**config.mk**
```make
export PLATFORM = sky130hd
export DESIGN_NAME = serial_frame_deframer_unit
export DESIGN_NICKNAME = d
export VERILOG_FILES = /design/src/design/sfd_pkg.sv /design/src/design/sfd_cfg_regs.sv /design/src/design/sfd_parser.sv /design/src/design/serial_frame_deframer_unit.sv
export SDC_FILE = /design/constraint.sdc
export NUM_CORES = 1
export LEC_CHECK = 0
export BUFFER_PORTS_ARGS = -buffer_cell sky130_fd_sc_hd__buf_2
export CAP_MARGIN = 20
export CORE_MARGIN = 1.5
export CORE_UTILIZATION = 40
export DETAILED_ROUTE_END_ITERATION = 10
export SYNTH_ARGS = -nofsm -noshare
export SYNTH_HDL_FRONTEND = slang
export SYNTH_SLANG_ARGS = --single-unit
```
**constraint.sdc**
```tcl
create_clock -name i_clk -period 3.69 [get_ports i_clk]
set_input_delay 0.1845 -clock i_clk [delete_from_list [all_inputs] [get_ports i_clk]]
set_output_delay 0.1845 -clock i_clk [all_outputs]
set_load 0.005 [all_outputs]
```
**src/design/sfd_pkg.sv**
```systemverilog
package sfd_pkg;

    localparam int unsigned BYTE_W = 8;

    localparam logic [BYTE_W-1:0] HEADER_FIRST_RST  = 8'hAA;
    localparam logic [BYTE_W-1:0] HEADER_SECOND_RST = 8'h55;

    localparam int unsigned CFG_INDEX_W = 1;
    localparam logic [CFG_INDEX_W-1:0] CFG_HEADER_FIRST  = 1'b0;
    localparam logic [CFG_INDEX_W-1:0] CFG_HEADER_SECOND = 1'b1;

    typedef enum logic [2:0] {
        PH_HEAD1 = 3'd0,
        PH_HEAD2 = 3'd1,
        PH_LEN   = 3'd2,
        PH_SEQ   = 3'd3,
        PH_SYSID = 3'd4,
        PH_TYPE  = 3'd5,
        PH_DATA  = 3'd6,
        PH_CHECK = 3'd7
    } t_phase;

    typedef enum logic [1:0] {
        EV_FRAMING = 2'd0,
        EV_PAYLOAD = 2'd1,
        EV_GOOD    = 2'd2,
        EV_BAD     = 2'd3
    } t_event;

    typedef struct packed {
        t_event            event_res;
        logic [BYTE_W-1:0] payload_byte;
        logic [BYTE_W-1:0] payload_index;
        logic [BYTE_W-1:0] frame_type;
        logic [BYTE_W-1:0] frame_seq;
        logic [BYTE_W-1:0] frame_length;
    } t_result;

    typedef struct packed {
        logic [BYTE_W-1:0] header_first;
        logic [BYTE_W-1:0] header_second;
    } t_headers;

endpackage

```
**src/design/sfd_cfg_regs.sv**
```systemverilog
module sfd_cfg_regs
    import sfd_pkg::*;
(
    input  logic                   i_clk,
    input  logic                   i_rst_n,
    input  logic                   i_cfg_valid,
    output logic                   o_cfg_ready,
    input  logic [CFG_INDEX_W-1:0] i_cfg_index,
    input  logic [BYTE_W-1:0]      i_cfg_data,
    output t_headers               o_headers
);

    t_headers r_headers;

    assign o_cfg_ready = 1'b1;
    assign o_headers   = r_headers;

    always_ff @(posedge i_clk) begin
        if (!i_rst_n) begin
            r_headers.header_first  <= HEADER_FIRST_RST;
            r_headers.header_second <= HEADER_SECOND_RST;
        end else if (i_cfg_valid) begin
            unique case (i_cfg_index)
                CFG_HEADER_FIRST:  r_headers.header_first  <= i_cfg_data;
                CFG_HEADER_SECOND: r_headers.header_second <= i_cfg_data;
                default: ;
            endcase
        end
    end

endmodule

```
**src/design/sfd_parser.sv**
```systemverilog
module sfd_parser
    import sfd_pkg::*;
(
    input  logic              i_clk,
    input  logic              i_rst_n,
    input  logic              i_en,
    input  logic [BYTE_W-1:0] i_byte,
    input  t_headers          i_headers,
    output t_result           o_result
);

    t_phase            r_phase, n_phase;
    logic [BYTE_W-1:0] r_sum, n_sum;
    logic [BYTE_W-1:0] r_len, n_len;
    logic [BYTE_W-1:0] r_count, n_count;
    logic [BYTE_W-1:0] r_seq, n_seq;
    logic [BYTE_W-1:0] r_type, n_type;
    logic [BYTE_W-1:0] count_inc;

    assign count_inc = r_count + 8'd1;

    // next phase
    always_comb begin
        n_phase = r_phase;
        unique case (r_phase)
            PH_HEAD1: if (i_byte == i_headers.header_first)  n_phase = PH_HEAD2;
            PH_HEAD2: n_phase = (i_byte == i_headers.header_second) ? PH_LEN : PH_HEAD1;
            PH_LEN:   n_phase = PH_SEQ;
            PH_SEQ:   n_phase = PH_SYSID;
            PH_SYSID: if (i_byte != '0) n_phase = PH_TYPE;
            PH_TYPE:  n_phase = (r_len == '0) ? PH_CHECK : PH_DATA;
            PH_DATA:  if (count_inc >= r_len) n_phase = PH_CHECK;
            PH_CHECK: n_phase = PH_HEAD1;
            default:  n_phase = PH_HEAD1;
        endcase
    end

    // datapath and result
    always_comb begin
        n_sum   = r_sum;
        n_len   = r_len;
        n_count = r_count;
        n_seq   = r_seq;
        n_type  = r_type;
        o_result.event_res     = EV_FRAMING;
        o_result.payload_byte  = '0;
        o_result.payload_index = '0;
        unique case (r_phase)
            PH_HEAD1: if (i_byte == i_headers.header_first) n_sum = i_byte;
            PH_HEAD2: if (i_byte == i_headers.header_second) n_sum = r_sum + i_byte;
            PH_LEN: begin
                n_len   = i_byte;
                n_sum   = r_sum + i_byte;
                n_count = '0;
            end
            PH_SEQ: begin
                n_seq   = i_byte;
                n_sum   = r_sum + i_byte;
                n_count = '0;
            end
            PH_SYSID: begin
                // zero system id keeps the phase but still goes into the sum
                n_sum   = r_sum + i_byte;
                n_count = '0;
            end
            PH_TYPE: begin
                n_type  = i_byte;
                n_sum   = r_sum + i_byte;
                n_count = '0;
            end
            PH_DATA: begin
                o_result.event_res     = EV_PAYLOAD;
                o_result.payload_byte  = i_byte;
                o_result.payload_index = r_count;
                n_sum   = r_sum + i_byte;
                n_count = count_inc;
            end
            PH_CHECK: o_result.event_res = (r_sum == i_byte) ? EV_GOOD : EV_BAD;
            default: ;
        endcase
        o_result.frame_type   = n_type;
        o_result.frame_seq    = n_seq;
        o_result.frame_length = n_len;
    end

    always_ff @(posedge i_clk) begin
        if (!i_rst_n) begin
            r_phase <= PH_HEAD1;
            r_sum   <= '0;
            r_len   <= '0;
            r_count <= '0;
            r_seq   <= '0;
            r_type  <= '0;
        end else if (i_en) begin
            r_phase <= n_phase;
            r_sum   <= n_sum;
            r_len   <= n_len;
            r_count <= n_count;
            r_seq   <= n_seq;
            r_type  <= n_type;
        end
    end

endmodule

```
**src/design/serial_frame_deframer_unit.sv**
```systemverilog
// A byte taken into the input register passes through the parser into the output
// register.
// Throughput: 1 byte per cycle; input register, parser state update and result
// register advance together whenever the result register is empty or taken.
// Reset (i_rst_n low, synchronous): parser hunts for the first header byte, sum,
// length, count, sequence and type clear, headers return to 0xAA / 0x55.
module serial_frame_deframer_unit
    import sfd_pkg::*;
(
    input  logic                   i_clk,
    input  logic                   i_rst_n,
    input  logic                   i_in_valid,
    output logic                   o_in_stall,
    input  logic [BYTE_W-1:0]      i_data_byte,
    output logic                   o_out_valid,
    input  logic                   i_out_stall,
    output logic [1:0]             o_event_res,
    output logic [BYTE_W-1:0]      o_payload_byte,
    output logic [BYTE_W-1:0]      o_payload_index,
    output logic [BYTE_W-1:0]      o_frame_type,
    output logic [BYTE_W-1:0]      o_frame_seq,
    output logic [BYTE_W-1:0]      o_frame_length,
    input  logic                   i_cfg_valid,
    output logic                   o_cfg_ready,
    input  logic [CFG_INDEX_W-1:0] i_cfg_index,
    input  logic [BYTE_W-1:0]      i_cfg_data
);

    logic              advance;
    logic              r_in_valid;
    logic [BYTE_W-1:0] r_in_byte;
    logic              r_out_valid;
    t_result           r_out;
    t_result           result;
    t_headers          headers;

    // whole pipe holds while a finished result is not taken
    assign advance    = !(r_out_valid && i_out_stall);
    assign o_in_stall = !advance;

    sfd_cfg_regs u_cfg (
        .i_clk       (i_clk),
        .i_rst_n     (i_rst_n),
        .i_cfg_valid (i_cfg_valid),
        .o_cfg_ready (o_cfg_ready),
        .i_cfg_index (i_cfg_index),
        .i_cfg_data  (i_cfg_data),
        .o_headers   (headers)
    );

    sfd_parser u_parser (
        .i_clk     (i_clk),
        .i_rst_n   (i_rst_n),
        .i_en      (advance && r_in_valid),
        .i_byte    (r_in_byte),
        .i_headers (headers),
        .o_result  (result)
    );

    always_ff @(posedge i_clk) begin
        if (!i_rst_n) begin
            r_in_valid  <= 1'b0;
            r_out_valid <= 1'b0;
        end else if (advance) begin
            r_in_valid  <= i_in_valid;
            r_out_valid <= r_in_valid;
        end
    end

    always_ff @(posedge i_clk) begin
        if (advance) begin
            r_in_byte <= i_data_byte;
            if (r_in_valid) begin
                r_out <= result;
            end
        end
    end

    assign o_out_valid     = r_out_valid;
    assign o_event_res     = r_out.event_res;
    assign o_payload_byte  = r_out.payload_byte;
    assign o_payload_index = r_out.payload_index;
    assign o_frame_type    = r_out.frame_type;
    assign o_frame_seq     = r_out.frame_seq;
    assign o_frame_length  = r_out.frame_length;

endmodule

```
== Yosys cells after proc, flatten, opt, wreduce, memory -nomap -nowiden ==
Index checks and enable logic that the tools add are counted.

* Add/sub/neg operators: 2
* Order comparisons: 1
* Equal/unequal tests: 14
* Muxes and demuxes: 15
* Bitwise gates (word level): 2
* Reduce and logical (&&, ||, !) cells: 16

{| class="wikitable"
|+ Operators with widths
! kind !! number
|-
| 8-bit 2-to-1 mux || 5
|-
| 8-bit equality test || 3
|-
| 3-bit one-hot mux with 8 select lines || 1
|-
| 8-bit one-hot mux with 3 select lines || 1
|-
| 8-bit one-hot mux with 2 select lines || 1
|-
| 3-bit equality test, second input constant || 4
|-
| 3-bit 2-to-1 mux || 3
|-
| 8-bit by 1-bit adder with 8-bit output, second input constant || 1
|-
| 8-bit adder || 1
|-
| 8-bit >= comparator || 1
|-
| 8-bit logical NOT || 1
|-
| 2-bit by 1-bit inequality test with 1-bit output, second input constant || 4
|-
| 2-bit AND reduction || 4
|-
| 4-bit AND reduction || 2
|-
| 8-bit nonzero test || 1
|-
| 3-bit by 2-bit equality test with 1-bit output, second input constant || 2
|-
| 5-bit OR reduction || 1
|-
| 2-bit one-hot mux with 2 select lines || 1
|-
| 4-bit OR reduction || 1
|-
| 3-bit by 1-bit equality test with 1-bit output, second input constant || 1
|-
| 3-bit logical NOT || 1
|-
| 3-bit nonzero test || 1
|-
| 1-bit logical AND || 2
|-
| 1-bit 2-to-1 mux || 2
|-
| other kinds (4) || 5
|}

* Register bits: 111
* Input port bits: 22
* Output and inout bits: 45
* Word-level logic and storage cells: 67

== Longest topological paths before layout ==
* Word-level depth: 4
* Gate-level depth with buffers: 10
* Depth with buffers taken out: 9

== Modules after synthesis ==
Synthesis repeated with hierarchy kept, for this count alone.

* Cells, all modules: 514
* Area, all modules: 5,540.3 µm²

{| class="wikitable"
|+ Modules (own cells, without submodules)
! module !! times used !! cells each !! area an instance (µm²) !! sequential area each (µm²)
|-
| sfd_parser || 1 || 381 || 3,279.4 || 860.8
|-
| serial_frame_deframer_unit || 1 || 59 || 1,580.3 || 1,541.5
|-
| sfd_cfg_regs || 1 || 74 || 680.7 || 320.3
|}

== Worst setup path after synthesis ==
No wires, ideal clock.

* Path kind: register -> register
* From: reg r_out_valid, in the netlist o_out_valid
* To: reg r_out (netlist bit o_event_res[0]), enable pin
* Setup time: 422 ps
* Data arrival time: 2,341 ps
* Required time: 3,268 ps
* Slack: 926 ps
* Stages on the path, launching flop included: 5
* Path buffers: 1
* Period minus slack after synthesis: 2,764 ps
* Cells stage by stage: dfxtp_1 -> nand2_1 -> inv_1 -> nor2_2 -> clkbuf_1

* Word-level cells in the longest chain between the ends: 3

{| class="wikitable"
|+ RTL lines
! item !! line !! RTL
|-
| start, declared || serial_frame_deframer_unit.sv:32 || <nowiki>logic r_out_valid;</nowiki>
|-
| start signal, assigned || serial_frame_deframer_unit.sv:66 || <nowiki>r_out_valid <= r_in_valid;</nowiki>
|-
| 1-bit logical AND || serial_frame_deframer_unit.sv:38 || <nowiki>assign advance = !(r_out_valid && i_out_stall);</nowiki>
|-
| 1-bit inverter (no source line) || - ||
|-
| 2-bit AND reduction (no source line) || - ||
|-
| end signal, assigned || serial_frame_deframer_unit.sv:74 || <nowiki>r_out <= result;</nowiki>
|-
| end, declared || serial_frame_deframer_unit.sv:33 || <nowiki>t_result r_out;</nowiki>
|}

Every way passes these cells.
A chain may end at the register's enable or synchronous reset.

== Worst setup path after layout ==
* From: reg r_out_valid, in the netlist o_out_valid
* To: reg u_parser.r_phase[0]

* Word-level cells in the longest chain between the ends: 4

{| class="wikitable"
|+ RTL lines
! item !! line !! RTL
|-
| 1-bit logical AND || serial_frame_deframer_unit.sv:38 ||
|-
| 1-bit logical NOT || serial_frame_deframer_unit.sv:38 ||
|-
| 1-bit logical AND || serial_frame_deframer_unit.sv:54 || <nowiki>.i_en (advance && r_in_valid),</nowiki>
|-
| 4-bit AND reduction (no source line) || - ||
|-
| end signal, assigned || sfd_parser.sv:95 || <nowiki>r_phase <= n_phase;</nowiki>
|-
| end, declared || sfd_parser.sv:12 || <nowiki>t_phase r_phase, n_phase;</nowiki>
|}

Every way passes these cells.

==> impl_metrics.yaml <==
synthesis:
  synthCells: 529
  synth_edf_count: 50
  synth.most_common_cell: "nand2_1"
  syn-num-nets: 568
  synth_area_leader_cell: "edfxtp_1"
  ys_seq_elements: 111
  syn_area_per_cell_sq_um: 9.844
  netlist_area_sq_um: 5207
  yosys-top-cells-area: "edfxtp_1, dfxtp_1, nand2_1"
  synth_async_sr_flop_share_pct: 0
  synthFlopType: "dfxtp_1"
  synth_top_area_share_pct: 28.83
  synth_common_cells: "nand2_1, dfxtp_1, edfxtp_1, nor2_1, a21oi_1"
  synth.yosys.seq_area_share_pct: 52.28
  yosys_warnings: 0
  yosysUniqueCellTypes: 56
run:
  cap_violations: 0
place:
  place_congestion: 0.8072
  hpwl_mm: 7.823
  numPortBuffers: 65
  place_inst: 737
  dpl_worst_slack_ps: 729.9
  place_area_sq_um: 5628
clock_network:
  cts_tree: "yes"
  cts_root_buf: "clkbuf_16"
  clockBufferDepth: 2
  h-tree-depth: 3
  clk_latency_ps: 360
  clkSlewWorstSetupHoldPaths_ps: 70
  clock-sinks: 111
  cts_inserted_buffers: 9
setup_path:
  end_kind: "flip-flop"
  worstReg2RegEnd: "u_parser.r_phase[0]"
  crit_buf_inv: 2
  path_class: "reg2reg"
  crit_family: "buffers and inverters"
  reg2reg_depth: 7
  critical_path_arrival_ps: 3120
  max_stage_delay_ps: 680
  crit_path_top_delay_cell: "buf_4"
  path_cells: "nand2_1 > inv_1 > nor2_4 > buf_4 > nand3_1 > mux2i_1 > a2111oi_0"
  cp_max_fo: 76
  critPathLaunchType: "flip-flop"
  required_ps: 3910
  reg2reg_slack_ps: 790
  r2r-start: "o_out_valid"
sta:
  hold_violations: 0
  fin_crit_ps: 2901
  setup_tns_ps: 0
  setup_viol: 0
  slew_viol_final: 0
  relSlewSlack_pct: 40.56
  layout_setup_ws_ps: 788.6
  grt_setup_unrepaired: "false"
  finClkSkew_ps: 13.68
  tightestPinTransition_ps: 891.7
  post-route-period-util_pct: 78.63
  fmax_ghz: 0.3447
route:
  wl_per_cell_um: 15.16
  vias_per_cell: 5.160
  routed_wl_mm: 11.48
  num_vias: 3906
  firstDrtPassIters: 4
  first_iter_violations: 250
  drc: 0
  ant_nets: 0
global_routing:
  grt_max_degree: 77
  grt-ovfl-total: 0
  antenna_found_initial: 0
  gr-usage-all-layers_pct: 17.66
  grt_pass1_vias: 3614
  grt_pass1_wl_mm: 18.04
floorplanning:
  initial_core_util_pct: 41.10
  core_sq_um: 12670
  die_w_um: 117.1
  fp-row-count: 41
  io_pins: 67
  floorplan.die.height_um: 117.1
  design.die.area_sq_um: 13710
layout:
  fin_util_pct: 46.92
  final_layout_size_suffix_gt1_share_pct: 17.61
  antenna_cells: 0
  design_area_sq_um: 5946
  areaGrowthSynthToFinish_pct: 14.18
  final_cells: 757
  nets: 619
power:
  leakage_nw: 2.294
  peakVddDrop_mv: 0.2395
  p_per_area_nw_per_um2: 409.1
worst_hold_path:
  hp-start: "i_data_byte[2]"
  hold_path.class: "in2reg"
  hold_end: "r_in_byte[2]"
  min_path_cells: 1
status:
  run_status: "complete, no violations"
## power by group
group | internal [mW] | leakage [nW] | switching, mW | total, mW
Sequential | 1.32 | 0.971 | 0.0374 | 1.36
Clock | 0.498 | 0.137 | 0.430 | 0.928
Combinational | 0.0625 | 1.19 | 0.0849 | 0.147
Total | 1.88 | 2.29 | 0.552 | 2.43
## registers in the layout, indices dropped and copies added, names as in the netlist
| signal | cells |
|---|---|
| u_parser.r_seq | 8 |
| o_frame_length | 8 |
| o_out_valid | 1 |
| o_frame_seq | 8 |
| u_cfg.o_headers | 16 |
| o_frame_type | 8 |
| o_payload_byte | 8 |
| r_in_valid | 1 |
| o_payload_index | 8 |
| u_parser.r_count | 8 |
| r_in_byte | 8 |
| u_parser.r_type | 8 |
| u_parser.r_len | 8 |
| u_parser.r_sum | 8 |
| o_event_res | 2 |
| u_parser.r_phase | 3 |
## placed cells by master (no fill, tap or decap), types with 4 or more instances in the layout
cell,count
nor2_1,46
nor2b_1,5
mux2_2,10
xor2_1,5
mux2i_1,12
o21ai_1,9
dlygate4sd3_1,4
edfxtp_1,50
buf_4,4
buf_2,65
nand4_1,6
nor3_1,6
clkbuf_16,9
xnor2_1,20
inv_1,17
a211oi_1,7
nor4_1,9
and2_1,16
o21ai_0,27
ha_1,16
nand3_1,14
nand2_1,72
a21oi_1,37
dfxtp_1,61
## what timing repair did
item,in CTS,in global routing
gates resized for setup,0,0
setup buffers,0,0
endpoints found under the hold margin,4,0
hold buffers,4,0
## logic make-up (layout without fill, tap and decap cells)
family | count (synthesis) | after routing | share of synthesized area, %
and+or+nand+nor | 200 | 200 | 18.72
DFF | 111 | 111 | 52.28
AOI/OAI and AO/OA | 98 | 98 | 11.03
buffers and inverters | 52 | 108 | 4.349
xor gates and xnor gates | 25 | 25 | 4.205
muxes | 25 | 25 | 5.118
adders and majority gates | 17 | 17 | 4.229
other | 1 | 1 | 0.07201
## per-layer routing
layer / global-route usage, % / part of all wire, % / wire [um] / vias to the layer above
met4: 6.988 / 2.2 / 248 / 0
met5: 0 / 0 / 0 / -
li1: - / - / - / 1945
met1: 22.78 / 46 / 5321 / 1851
met2: 28.89 / 47 / 5448 / 91
met3: 4.119 / 4.0 / 461 / 19
## through the flow
stage               hold WS (ps)  total power, mW
CTS                        6.758            2.458
global placement           361.3            1.527
floorplan                  283.4            1.470
global route               7.838            2.524
finish                     13.26            2.432
detailed placement         363.2            1.532
## final cells by class
| type | count | area [sq um] |
|---|---|---|
| clock inverters | 2 | 13.76 |
| well taps | 172 | 215.2 |
| clock buffers | 14 | 264.0 |
| fillers | 1239 | 6725 |
| multi-input cells | 366 | 2263 |
| flip-flops and latches | 111 | 2723 |
| inverters | 19 | 71.32 |
| repair buffers | 73 | 395.4 |
## how the worst max path moves through the flow
stage | slack [ps] | endpoint | cells past startpoint | start
finish | 790 | u_parser.r_phase[0] | 7 | o_out_valid
global placement | 960 | u_parser.r_phase[0] | 7 | o_out_valid
global route | 490 | u_parser.r_phase[0] | 7 | o_out_valid
detailed placement | 730 | u_parser.r_phase[0] | 7 | o_out_valid
CTS | 700 | u_parser.r_phase[0] | 7 | o_out_valid
floorplan | 930 | o_event_res[0] | 4 | o_out_valid
Note: power is estimated with default switching activity, not from simulation.
